File: src/design/ttb_pkg.sv
// ----------------------------------------------------------------------------
// ttb_pkg
// Shared constants, command codes and types of the tick timer bank.
// ----------------------------------------------------------------------------
package ttb_pkg;

  localparam int BANK_SIZE  = 8;
  localparam int TIDX_W     = $clog2(BANK_SIZE);
  localparam int TCNT_W     = $clog2(BANK_SIZE + 1);

  localparam int STEP_W     = 10;
  localparam int CFG_IDX_W  = 1;
  localparam int CFG_DATA_W = 10;
  localparam int ACT_W      = 4;

  // Configuration register indexes
  localparam logic [CFG_IDX_W-1:0] CFG_MS_PER_TICK   = 1'd0;
  localparam logic [CFG_IDX_W-1:0] CFG_ACTIVE_TIMERS = 1'd1;

  // Command codes
  localparam logic [2:0] CMD_TICK     = 3'd0;
  localparam logic [2:0] CMD_ARM      = 3'd1;
  localparam logic [2:0] CMD_READ     = 3'd2;
  localparam logic [2:0] CMD_ENABLE   = 3'd3;
  localparam logic [2:0] CMD_COUNTERS = 3'd4;

  // One timer entry: reload period and remaining time
  typedef struct packed {
    logic signed [31:0] period;
    logic signed [31:0] remain;
  } row_t;

  // Access request to the timer memory
  typedef struct packed {
    logic              we;
    logic [TIDX_W-1:0] waddr;
    row_t              wdata;
    logic [TIDX_W-1:0] raddr;
  } ram_req_t;

endpackage

File: src/design/ttb_if.sv
// ----------------------------------------------------------------------------
// ttb_if
// Valid/ready channels of the tick timer bank: command items in, results out.
// ----------------------------------------------------------------------------
interface ttb_in_if;
  logic               valid;
  logic               ready;
  logic [2:0]         command;
  logic [2:0]         timer_index;
  logic signed [31:0] duration_ms;
  logic               repeat_mode;
  logic               event_enable;

  modport source (output valid, command, timer_index, duration_ms, repeat_mode,
                  event_enable, input ready);
  modport sink   (input valid, command, timer_index, duration_ms, repeat_mode,
                  event_enable, output ready);
endinterface

interface ttb_out_if;
  logic               valid;
  logic               ready;
  logic signed [31:0] remaining_ms;
  logic [7:0]         expired_mask;
  logic [31:0]        tick_count;
  logic [63:0]        elapsed_ms;
  logic               index_valid;

  modport source (output valid, remaining_ms, expired_mask, tick_count, elapsed_ms,
                  index_valid, input ready);
  modport sink   (input valid, remaining_ms, expired_mask, tick_count, elapsed_ms,
                  index_valid, output ready);
endinterface

File: src/design/tick_timer_bank.sv
// ----------------------------------------------------------------------------
// tick_timer_bank
// Tick and millisecond counters with a bank of countdown timers.
// ----------------------------------------------------------------------------
// Usage: each item on in_ch is one command (tick, arm, read timer, set event
// enable, read counters); every command yields exactly one item on out_ch,
// which carries the counters after the command, the remaining time on a
// timer read, the expiry mask on a tick and the index check result.
// Timer entries (remaining time and period) live in a synchronous memory
// with a registered read; a tick walks the active entries one per cycle,
// reading the next entry while writing back the current one.
// A tick with active timers walks them (at most 8) in the tick state, a
// read of a live timer passes the read state, and all else goes straight
// to the done state, which loads the result into the output register; only
// then does the block return to idle and accept the next command.
// Configuration (cfg_we, cfg_index, cfg_data) is to be written only while
// idle; the block itself does not enforce this.
// Reset clears counters, registers, enables and the entry valid bits, so
// every timer reads zero. When out_ch stalls, the finished item holds in
// the output register; one more command is taken and processed, and its
// result waits until the output register frees up.
// ----------------------------------------------------------------------------
module tick_timer_bank (
  input  logic                               clk,
  input  logic                               rst_n,
  ttb_in_if.sink                             in_ch,
  ttb_out_if.source                          out_ch,
  input  logic                               cfg_we,
  input  logic [ttb_pkg::CFG_IDX_W-1:0]      cfg_index,
  input  logic [ttb_pkg::CFG_DATA_W-1:0]     cfg_data
);
  import ttb_pkg::*;

  localparam logic [1:0] S_IDLE = 2'd0;
  localparam logic [1:0] S_TICK = 2'd1;
  localparam logic [1:0] S_READ = 2'd2;
  localparam logic [1:0] S_DONE = 2'd3;

  logic [1:0]            state_r, state_nxt;
  logic [STEP_W-1:0]     ms_per_tick_r;
  logic [ACT_W-1:0]      active_timers_r;
  logic [31:0]           tick_cnt_r;
  logic [63:0]           ms_cnt_r;
  logic [BANK_SIZE-1:0]  ev_en_r;

  logic [TIDX_W-1:0]     wb_idx_r;
  logic [7:0]            mask_r;
  logic signed [31:0]    res_rem_r;
  logic                  res_iv_r;

  logic                  out_valid_r;
  logic signed [31:0]    out_rem_r;
  logic [7:0]            out_mask_r;
  logic [31:0]           out_tick_r;
  logic [63:0]           out_ms_r;
  logic                  out_iv_r;

  logic [TCNT_W-1:0]     live_n;
  logic                  accept;
  logic                  idx_ok;
  logic                  out_free;
  logic                  wb_last;
  ram_req_t              ram_req;
  row_t                  ram_rdata;
  logic signed [31:0]    calc_rem;
  logic                  calc_exp;

  ttb_timer_ram u_ram (
    .clk   (clk),
    .rst_n (rst_n),
    .req   (ram_req),
    .rdata (ram_rdata)
  );

  ttb_tick_calc u_calc (
    .row        (ram_rdata),
    .step       (ms_per_tick_r),
    .event_en   (ev_en_r[wb_idx_r]),
    .new_remain (calc_rem),
    .expired    (calc_exp)
  );

  // Cap the active count at the bank size
  assign live_n = ({{(32-ACT_W){1'b0}}, active_timers_r} > BANK_SIZE)
                  ? TCNT_W'(BANK_SIZE) : TCNT_W'(active_timers_r);

  assign in_ch.ready = (state_r == S_IDLE);
  assign accept      = in_ch.valid && in_ch.ready;
  assign idx_ok      = {{(TCNT_W-TIDX_W){1'b0}}, in_ch.timer_index} < live_n;
  assign out_free    = !out_valid_r || out_ch.ready;
  assign wb_last     = ({{(TCNT_W-TIDX_W){1'b0}}, wb_idx_r} == (live_n - 1'b1));

  // Memory access: arm writes at accept when its index is live; a tick reads
  // entry 0 at accept and then writes back entry k while reading entry k + 1.
  always_comb begin
    ram_req       = '0;
    ram_req.raddr = in_ch.timer_index;
    unique case (state_r)
      S_IDLE: begin
        if (accept && in_ch.command == CMD_TICK) begin
          ram_req.raddr = '0;
        end
        if (accept && in_ch.command == CMD_ARM && idx_ok) begin
          ram_req.we           = 1'b1;
          ram_req.waddr        = in_ch.timer_index;
          ram_req.wdata.remain = in_ch.duration_ms;
          ram_req.wdata.period = in_ch.repeat_mode ? in_ch.duration_ms : 32'sd0;
        end
      end
      S_TICK: begin
        ram_req.we           = 1'b1;
        ram_req.waddr        = wb_idx_r;
        ram_req.wdata.period = ram_rdata.period;
        ram_req.wdata.remain = calc_rem;
        ram_req.raddr        = wb_idx_r + 1'b1;
      end
      default: begin
        ram_req.raddr = wb_idx_r;
      end
    endcase
  end

  always_comb begin
    state_nxt = state_r;
    unique case (state_r)
      S_IDLE: begin
        if (accept) begin
          if (in_ch.command == CMD_TICK && live_n != '0) begin
            state_nxt = S_TICK;
          end else if (in_ch.command == CMD_READ && idx_ok) begin
            state_nxt = S_READ;
          end else begin
            state_nxt = S_DONE;
          end
        end
      end
      S_TICK: begin
        if (wb_last) begin
          state_nxt = S_DONE;
        end
      end
      S_READ: state_nxt = S_DONE;
      S_DONE: begin
        if (out_free) begin
          state_nxt = S_IDLE;
        end
      end
      default: state_nxt = S_IDLE;
    endcase
  end

  // Control state, counters and configuration
  always_ff @(posedge clk) begin
    if (!rst_n) begin
      state_r         <= S_IDLE;
      ms_per_tick_r   <= '0;
      active_timers_r <= '0;
      tick_cnt_r      <= '0;
      ms_cnt_r        <= '0;
      ev_en_r         <= '0;
      out_valid_r     <= 1'b0;
    end else begin
      state_r <= state_nxt;
      if (cfg_we) begin
        unique case (cfg_index)
          CFG_MS_PER_TICK:   ms_per_tick_r   <= cfg_data[STEP_W-1:0];
          CFG_ACTIVE_TIMERS: active_timers_r <= cfg_data[ACT_W-1:0];
          default: ;
        endcase
      end
      if (accept && in_ch.command == CMD_TICK) begin
        tick_cnt_r <= tick_cnt_r + 32'd1;
        ms_cnt_r   <= ms_cnt_r + {{(64-STEP_W){1'b0}}, ms_per_tick_r};
      end
      if (accept && in_ch.command == CMD_ENABLE && idx_ok) begin
        ev_en_r[in_ch.timer_index] <= in_ch.event_enable;
      end
      // Drop the result once taken; load the next one when the slot frees
      if (state_r == S_DONE && out_free) begin
        out_valid_r <= 1'b1;
      end else if (out_ch.ready) begin
        out_valid_r <= 1'b0;
      end
    end
  end

  // Per-command working values and the output register
  always_ff @(posedge clk) begin
    if (accept) begin
      wb_idx_r  <= '0;
      mask_r    <= '0;
      res_rem_r <= '0;
      res_iv_r  <= idx_ok && (in_ch.command == CMD_ARM || in_ch.command == CMD_READ ||
                              in_ch.command == CMD_ENABLE);
    end
    if (state_r == S_TICK) begin
      wb_idx_r <= wb_idx_r + 1'b1;
      if (calc_exp) begin
        mask_r[wb_idx_r] <= 1'b1;
      end
    end
    if (state_r == S_READ) begin
      res_rem_r <= ram_rdata.remain;
    end
    if (state_r == S_DONE && out_free) begin
      out_rem_r  <= res_rem_r;
      out_mask_r <= mask_r;
      out_tick_r <= tick_cnt_r;
      out_ms_r   <= ms_cnt_r;
      out_iv_r   <= res_iv_r;
    end
  end

  assign out_ch.valid        = out_valid_r;
  assign out_ch.remaining_ms = out_rem_r;
  assign out_ch.expired_mask = out_mask_r;
  assign out_ch.tick_count   = out_tick_r;
  assign out_ch.elapsed_ms   = out_ms_r;
  assign out_ch.index_valid  = out_iv_r;

endmodule

File: src/design/ttb_timer_ram.sv
// ----------------------------------------------------------------------------
// ttb_timer_ram
// Timer entry memory: one write and one registered read per cycle, with a
// valid bit per row so that unwritten rows read as zero after reset.
// ----------------------------------------------------------------------------
module ttb_timer_ram (
  input  logic              clk,
  input  logic              rst_n,
  input  ttb_pkg::ram_req_t req,
  output ttb_pkg::row_t     rdata
);
  import ttb_pkg::*;

  row_t                  mem [BANK_SIZE];
  logic [BANK_SIZE-1:0]  row_vld_r;
  row_t                  rd_data_r;
  logic                  rd_vld_r;

  always_ff @(posedge clk) begin
    if (req.we) begin
      mem[req.waddr] <= req.wdata;
    end
    rd_data_r <= mem[req.raddr];
  end

  always_ff @(posedge clk) begin
    if (!rst_n) begin
      row_vld_r <= '0;
      rd_vld_r  <= 1'b0;
    end else begin
      if (req.we) begin
        row_vld_r[req.waddr] <= 1'b1;
      end
      rd_vld_r <= row_vld_r[req.raddr];
    end
  end

  assign rdata = rd_vld_r ? rd_data_r : '0;

endmodule

File: src/design/ttb_tick_calc.sv
// ----------------------------------------------------------------------------
// ttb_tick_calc
// Tick update of one timer entry: count down, clamp at zero, reload, flag.
// ----------------------------------------------------------------------------
module ttb_tick_calc (
  input  ttb_pkg::row_t             row,
  input  logic [ttb_pkg::STEP_W-1:0] step,
  input  logic                      event_en,
  output logic signed [31:0]        new_remain,
  output logic                      expired
);
  import ttb_pkg::*;

  logic        is_zero;
  logic        is_pos;
  logic [32:0] diff;
  logic        reach;

  always_comb begin
    is_zero = (row.remain == 32'sd0);
    is_pos  = !row.remain[31] && !is_zero;
    diff    = {row.remain[31], row.remain} - {{(33-STEP_W){1'b0}}, step};
    // a running timer reaches zero when the step covers what is left
    reach   = is_pos && (diff[32] || (diff == 33'd0));
    expired = reach && event_en;
    if (is_pos && !reach) begin
      new_remain = diff[31:0];
    end else if (reach || is_zero) begin
      new_remain = row.period;
    end else begin
      new_remain = row.remain;
    end
  end

endmodule

File: src/flat_wrapper.sv
// flat-port wrapper written by rule: the top's interface ports become plain ports
module tick_timer_bank_flat import ttb_pkg::*;
  (clk, rst_n, cfg_we, cfg_index, cfg_data, in_ch_valid, in_ch_command, in_ch_timer_index, in_ch_duration_ms, in_ch_repeat_mode, in_ch_event_enable, in_ch_ready, out_ch_valid, out_ch_remaining_ms, out_ch_expired_mask, out_ch_tick_count, out_ch_elapsed_ms, out_ch_index_valid, out_ch_ready);
  ttb_in_if in_ch_i ();
  ttb_out_if out_ch_i ();
  input  logic clk;
  input  logic rst_n;
  input  logic cfg_we;
  input  logic [ttb_pkg::CFG_IDX_W-1:0] cfg_index;
  input  logic [ttb_pkg::CFG_DATA_W-1:0] cfg_data;
  input wire logic [$bits(in_ch_i.valid)-1:0] in_ch_valid;
  input wire logic [$bits(in_ch_i.command)-1:0] in_ch_command;
  input wire logic [$bits(in_ch_i.timer_index)-1:0] in_ch_timer_index;
  input wire logic [$bits(in_ch_i.duration_ms)-1:0] in_ch_duration_ms;
  input wire logic [$bits(in_ch_i.repeat_mode)-1:0] in_ch_repeat_mode;
  input wire logic [$bits(in_ch_i.event_enable)-1:0] in_ch_event_enable;
  output wire logic [$bits(in_ch_i.ready)-1:0] in_ch_ready;
  output wire logic [$bits(out_ch_i.valid)-1:0] out_ch_valid;
  output wire logic [$bits(out_ch_i.remaining_ms)-1:0] out_ch_remaining_ms;
  output wire logic [$bits(out_ch_i.expired_mask)-1:0] out_ch_expired_mask;
  output wire logic [$bits(out_ch_i.tick_count)-1:0] out_ch_tick_count;
  output wire logic [$bits(out_ch_i.elapsed_ms)-1:0] out_ch_elapsed_ms;
  output wire logic [$bits(out_ch_i.index_valid)-1:0] out_ch_index_valid;
  input wire logic [$bits(out_ch_i.ready)-1:0] out_ch_ready;
  assign in_ch_i.valid = in_ch_valid;
  assign in_ch_i.command = in_ch_command;
  assign in_ch_i.timer_index = in_ch_timer_index;
  assign in_ch_i.duration_ms = in_ch_duration_ms;
  assign in_ch_i.repeat_mode = in_ch_repeat_mode;
  assign in_ch_i.event_enable = in_ch_event_enable;
  assign in_ch_ready = in_ch_i.ready;
  assign out_ch_valid = out_ch_i.valid;
  assign out_ch_remaining_ms = out_ch_i.remaining_ms;
  assign out_ch_expired_mask = out_ch_i.expired_mask;
  assign out_ch_tick_count = out_ch_i.tick_count;
  assign out_ch_elapsed_ms = out_ch_i.elapsed_ms;
  assign out_ch_index_valid = out_ch_i.index_valid;
  assign out_ch_i.ready = out_ch_ready;
  tick_timer_bank u_core (.clk(clk), .rst_n(rst_n), .in_ch(in_ch_i), .out_ch(out_ch_i), .cfg_we(cfg_we), .cfg_index(cfg_index), .cfg_data(cfg_data));
endmodule
File: config.mk
export PLATFORM = sky130hd
export DESIGN_NAME = tick_timer_bank_flat
export DESIGN_NICKNAME = d
export VERILOG_FILES = /design/src/design/ttb_pkg.sv /design/src/design/ttb_if.sv /design/src/design/tick_timer_bank.sv /design/src/design/ttb_timer_ram.sv /design/src/design/ttb_tick_calc.sv /design/src/flat_wrapper.sv
export SDC_FILE = /design/constraint.sdc
export NUM_CORES = 1
export LEC_CHECK = 0
export ABC_AREA = 1
export BUFFER_PORTS_ARGS = -buffer_cell sky130_fd_sc_hd__buf_4
export CAP_MARGIN = 0
export CORE_ASPECT_RATIO = 0.6
export CORE_MARGIN = 5
export CORE_UTILIZATION = 53
export CTS_CLUSTER_DIAMETER = 40
export DETAILED_ROUTE_END_ITERATION = 10
export GPL_TIMING_DRIVEN = 0
export PLACE_DENSITY_LB_ADDON = 0.12
export SLEW_MARGIN = 20
export SYNTH_ARGS = -nofsm -noshare
export SYNTH_HDL_FRONTEND = slang
export SYNTH_HIERARCHICAL = 1
export SYNTH_SLANG_ARGS = --single-unit
File: constraint.sdc
create_clock -name clk -period 20.5 [get_ports clk]
set_clock_uncertainty 0.1 [all_clocks]
set_input_delay 3.075 -clock clk [delete_from_list [all_inputs] [get_ports clk]]
set_output_delay 3.075 -clock clk [all_outputs]
set_load 0.02 [all_outputs]
======== Word level (Yosys, flattened, before mapping) ========
Memory sizes are Yosys's and may differ from the RTL's. A register that Yosys moved wholly into a read port is not among the register bits.
Index checks and enable logic that the tools add are counted.
word-level totals
  flip-flop bits (word level) ............. 311
  bits in latches ......................... 0
  bits in writable memories ............... 512
  ROM bits ................................ 0
  output and inout port bits .............. 139
  memories ................................ 1
memory list
  name              depth  width  rd ports  clocked after Yosys merged registers in  wr ports  line                 source
  u_core.u_ram.mem  8      64     1         1                                        1         ttb_timer_ram.sv:14  row_t mem [BANK_SIZE];
operators by class
  add/sub/neg operators ................... 5
  multipliers ............................. 0
  div/mod/pow operators ................... 0
  magnitude comparators ................... 9
  equality and inequality tests ........... 10
  shift-type cells ........................ 0
  multiplexer cells ....................... 37
  bitwise gates (word level) .............. 3
  reduce and logical (&&, ||, !) cells .... 37
operators with widths
  cell                                                                                 count
  32-bit two-way mux                                                                   5
  68-bit case mux with 2 select lines                                                  1
  68-bit two-way mux                                                                   1
  64-bit by 10-bit adder with 64-bit output                                            1
  64-bit two-way mux                                                                   1
  33-bit logical NOT                                                                   1
  32-bit by 11-bit subtractor with 33-bit output                                       1
  32-bit by 1-bit adder with 32-bit output, second input constant                      1
  32-bit logical NOT                                                                   1
  8-bit two-way mux                                                                    3
  1-bit logical AND                                                                    17
  3-bit by 4-bit < comparator with 1-bit output, second input constant                 4
  8-bit bitwise OR                                                                     2
  1-bit two-way mux                                                                    10
  1-bit demux with 3-bit select                                                        3
  3-bit by 1-bit greater-or-equal comparator with 1-bit output, second input constant  3
  3-bit two-way mux                                                                    3
  8-bit bitwise mux                                                                    1
  2-bit two-way mux                                                                    4
  2-bit case mux with 4 select lines                                                   1
  1-bit binary-select mux with 3-bit select                                            2
  3-bit by 2-bit equality test with 1-bit output, second input constant                2
  3-bit case mux with 2 select lines                                                   1
  2-bit nonzero test                                                                   3
  19 further kinds                                                                     29

======== Longest topological paths before layout ========
  depth in word-level cells ............... 14
  gate-level depth with buffers ........... 28
  gate-level depth less buffers ........... 26

======== By module ========
The synthesis kept the hierarchy.
by module, submodules not included
  module           times used  cells each  area each (µm²)  seq. area each (µm²)
  ttb_timer_ram    1           1971        22569.1          16836.1
  tick_timer_bank  1           1692        14176.1          7777.5
  ttb_tick_calc    1           602         2668.8           0.0

======== Worst setup path after synthesis ========
Ideal clock, no wire load.
  kind .................................... input to register
  start ................................... in out_ch_ready
  end ..................................... reg u_core.out_ms_r[0], in the netlist u_core/out_ch.elapsed_ms[0] (enable)
  data arrival time ....................... 9672 ps
  path slack .............................. 10050 ps
  cell stages on the path ................. 2
  buffers on the path ..................... 0
  cells stage by stage .................... inv_1 > a21oi_1
on the way
  cells in the longest elaborated chain, start to end .. 2
ends and longest elaborated chain
  item                  line                    source
  from (decl)           flat_wrapper.sv:24      input wire logic [$bits(out_ch_i.ready)-1:0] out_ch_ready;
  1-bit logical OR      tick_timer_bank.sv:90   assign out_free = !out_valid_r || out_ch.ready;
  1-bit logical AND     tick_timer_bank.sv:205  if (state_r == S_DONE && out_free) begin
  to (signal assigned)  tick_timer_bank.sv:209  out_ms_r <= ms_cnt_r;
  to (decl)             tick_timer_bank.sv:55   logic [63:0] out_ms_r;
No other way between the ends.
A chain may end at the register's enable or synchronous reset.

==> summary.md <==
| Metric | Value |
|---|---|
| Final TNS setup | `0 ps` |
| # DRC | `0` |
| Final setup fails | `0` |
| CP max FO | `33` |
| Power Dens Cells | `159 nW/um^2` |
| Worst skew pair latency | `680 ps` |
| Post-synth ARST share | `0%` |
| Yosys warnings | `6` |
| DR iter-0 viols | `4370` |
| Routed length per instance | `around 23 um` |
| Num ports | `195` |
| Row Count | `77` |
| Gp weighted congestion | `1.09` |
| Final std cells w/o fill | `between 5k and 6k` |
| Syn Inst Count | `4265` |
| Drt total wl | `130000 um` |
| Final hold slack | `~320 ps` |
| DR WL met3 | `19300 um` |
| Initial antenna violation count | `2` |
| Max VDD drop | `97.3 uV` |
| Post-CTS Resized | `0` |
| Max Fclk | `between 150 and 200 MHz` |
| CP max stage cell | `clkbuf_1` |
| Syn-to-layout area delta | `16.3%` |
| Hold path start | `u_core/res_rem_r[1]$_SDFFCE_PN0P_` |
| Status | `finished clean` |
| Final Power | `between 7 and 8 mW` |
| Die Y-Extent | `221 um` |
| Syn Nets | `4353` |
| Port Buffers | `193` |
| Final Util | `62.2%` |
| RR Endpoint | `u_core/u_ram/mem[2][25]$_DFFE_PP_` |
| Met1 wire length | `60100 um` |
| Required time worst endpoint | `20750 ps` |
| Largest net degree at the start of global routing | `40` |
| Slew @ Worst Pin | `between 1000 and 1500 ps` |
| Worst Path Buf+Inv | `4` |
| GR Overflow Total | `0` |
| Reg clk slew, reported paths | `60 ps` |
| Root buf cell | `clkbuf_16` |
| Worst hold stages | `0` |
| Total leakage power | `roughly 19 nW` |
| Post-route minimum period | `6130 ps` |
| Via count | `31.5k` |
| Start point of the critical path | `in_ch_timer_index[1]` |
| Vias per cell | `between 5 and 6` |
| CP endpoint kind | `flip-flop` |
| Top FF cell, synth | `edfxtp_1` |
| Slew margin rel. | `21.9%` |
| Ant. Diodes | `0` |
| Vias in the first global route | `roughly 28k` |
| Netlist cell types | `just over 50` |
| Post-DRT Antenna Nets | `0` |
| DP HPWL | `98100 um` |
| TritonRoute pass-1 iters | `5` |
| Number of post-CTS setup repair buffers | `0` |
| Post-Synthesis Cell Area | `39400 sq um` |
| Slowest stage delay, CP | `720 ps` |
| Met2 WL | `48900 um` |
| Clock Sink Count | `887` |
| Max Cap Violations | `0` |
| Core Box Area | `73700 sq um` |
| Placed cell count | `5467` |
| CP top delay family | `buffers and inverters` |
| CTS buffer count | `roughly 90` |
| Critical path type | `input port to flip-flop` |
| Nets | `4661` |
| CP Depth | `14` |
| Highest metal used | `met5` |
| Unrepaired setup endpoints after global routing | `no` |
| Post-synth EDFFs | `slightly below 700` |
| Max H-tree Level | `3` |
| Initial Utilization | `53.5%` |
| Fin. max-slew vios | `0` |
| CP cell instances | `buf_4, ha_1, o21ai_2, nand2_1, nand3_1, nand2_2, nor2_2, nand2_2, clkbuf_1, o22ai_1, nor2_1, nand2_1, inv_4, buf_12` |
| Post-Syn Area per Cell | `9.24 sq um` |
| CTS Buffer Depth | `3` |
| Hold EP | `u_core/out_ch.remaining_ms[1]$_DFFE_PP_` |
| Final period utilization | `29.9%` |
| Seq cells post-synth | `between 800 and 900` |
| Worst reg2reg setup slack | `~15000 ps` |
| RR Startpoint | `u_core/u_ram/rd_vld_r$_SDFF_PN0_` |
| Hold Path Class | `flip-flop to flip-flop` |
| Depth of the worst register-to-register path | `23` |
| Startpoint Class | `input port` |
| Hold_buf cts | `0` |
| First-pass GRT wire length | `around 190000 um` |
| Hold Fails Final Rpt | `0` |
| CTS tree | `done` |
| Sequential share of the synthesized area | `62.4%` |
| Total track usage | `between 30% and 40%` |
| Die width | `362 um` |
| Critical Path AT | `around 6400 ps` |
| Full die area | `80100 sq um` |
| Share of cells above drive strength 1 | `11.8%` |
sequential cells by signal, indices dropped and copies added, names as in the netlist, 10 cells and up:
register and flops:
u_core/ms_cnt_r 64, u_core/ms_per_tick_r 10, u_core/out_ch.elapsed_ms 64, u_core/out_ch.remaining_ms 32, u_core/out_ch.tick_count 32, u_core/res_rem_r 32, u_core/tick_cnt_r 32, u_core/u_ram/mem 512
u_core/u_ram/rd_data_r 64
power by group:
| group | switching, mW | internal (mW) |
|---|---|---|
| clock network | 0.723 | 1.02 |
| logic | 2.27 | 0.892 |
| registers | 0.0780 | 2.30 |
| total | 3.07 | 4.21 |
cells in the final DEF (no fill, tap or decap), types with 13 or more instances in the layout:
| cell | instances |
|---|---|
| buf_2 | 62 |
| inv_1 | 399 |
| o21ai_0 | 126 |
| nand3_1 | 175 |
| o21ai_1 | 234 |
| dfxtp_1 | 202 |
| clkbuf_1 | 75 |
| inv_2 | 15 |
| nand4_1 | 41 |
| o31ai_2 | 14 |
| nor2_2 | 14 |
| a21oi_1 | 82 |
| ha_1 | 30 |
| nor3_1 | 57 |
| buf_4 | 224 |
| buf_16 | 13 |
| nor2_1 | 783 |
| edfxtp_1 | 685 |
| nand2_1 | 1113 |
| clkbuf_16 | 96 |
| xor2_1 | 30 |
layout make-up:
type                            instances  area, sq um
Buffer                                168          882
Clock buffer                          118         2540
Clock inverter                         51          632
Fill cell                            6276        27800
Inverter                              424         1610
Multi-Input combinational cell       2786        12400
Sequential cell                       887        24600
Tap cell                              987         1230
Timing Repair Buffer                  215         1920
per-stage QoR:
step | worst slack [ps] | area, sq um
after global routing | 14270 | 45900
final | 14370 | 45900
after global placement | 6610 | 42100
after CTS | 14540 | 45800
after floorplan | 10050 | 39400
after detailed placement | 13810 | 42700
worst max path at each step:
| stage | slack (ps) | endpoint |
|---|---|---|
| floorplan | 10050 | u_core/out_ch.elapsed_ms[0]$_DFFE_PP_ |
| global placement | 6610 | u_core/out_ch.tick_count[10]$_DFFE_PP_ |
| detailed placement | 13810 | u_core/u_ram/mem[0][35]$_DFFE_PP_ |
| CTS | 14540 | u_core/u_ram/mem[2][32]$_DFFE_PP_ |
| global route | 14270 | u_core/u_ram/mem[2][32]$_DFFE_PP_ |
| finish | 14370 | u_core/u_ram/mem[2][32]$_DFFE_PP_ |
cells in the mapped netlist (8+ instances only):
| cell | number | area share (%) |
|---|---|---|
| clkbuf_1 | 60 | 0.57 |
| inv_1 | 406 | 3.9 |
| a21oi_1 | 83 | 1.1 |
| xor2_1 | 30 | 0.67 |
| nand2_2 | 10 | 0.16 |
| inv_2 | 15 | 0.14 |
| nor4_1 | 8 | 0.13 |
| buf_2 | 62 | 0.79 |
| buf_4 | 26 | 0.50 |
| edfxtp_1 | 685 | 52 |
| o21ai_0 | 143 | 1.8 |
| buf_6 | 10 | 0.29 |
| nand3_1 | 175 | 2.2 |
| nor2_2 | 14 | 0.22 |
| nand3b_1 | 8 | 0.15 |
| buf_1 | 10 | 0.095 |
| dfxtp_1 | 202 | 10 |
| nor3_1 | 57 | 0.72 |
| o21ai_1 | 217 | 2.8 |
| o31ai_1 | 21 | 0.40 |
| nor2_1 | 784 | 7.5 |
| nand2_1 | 1113 | 11 |
| ha_1 | 30 | 0.95 |
| nand4_1 | 41 | 0.65 |
kinds of logic (layout without fill, tap and decap cells):
kind of cell,after synthesis,in the layout,share of synthesized area [%]
AOI/OAI and AO/OA,485,485,6.49
xor gates and xnor gates,35,35,0.778
adders and majority gates,32,32,1.05
buffers and inverters,592,976,6.28
DFF,887,887,62.4
and+or+nand+nor,2234,2234,23.0
per-layer routing:
layer | global-route usage (%) | up-vias
li1 | - | 14600
met1 | 52.8 | 15000
met2 | 40.1 | 1817
met3 | 10.6 | 153
met4 | 5.75 | 2
met5 | 0 | -
No activity file was read; power rests on OpenSTA's default activity.
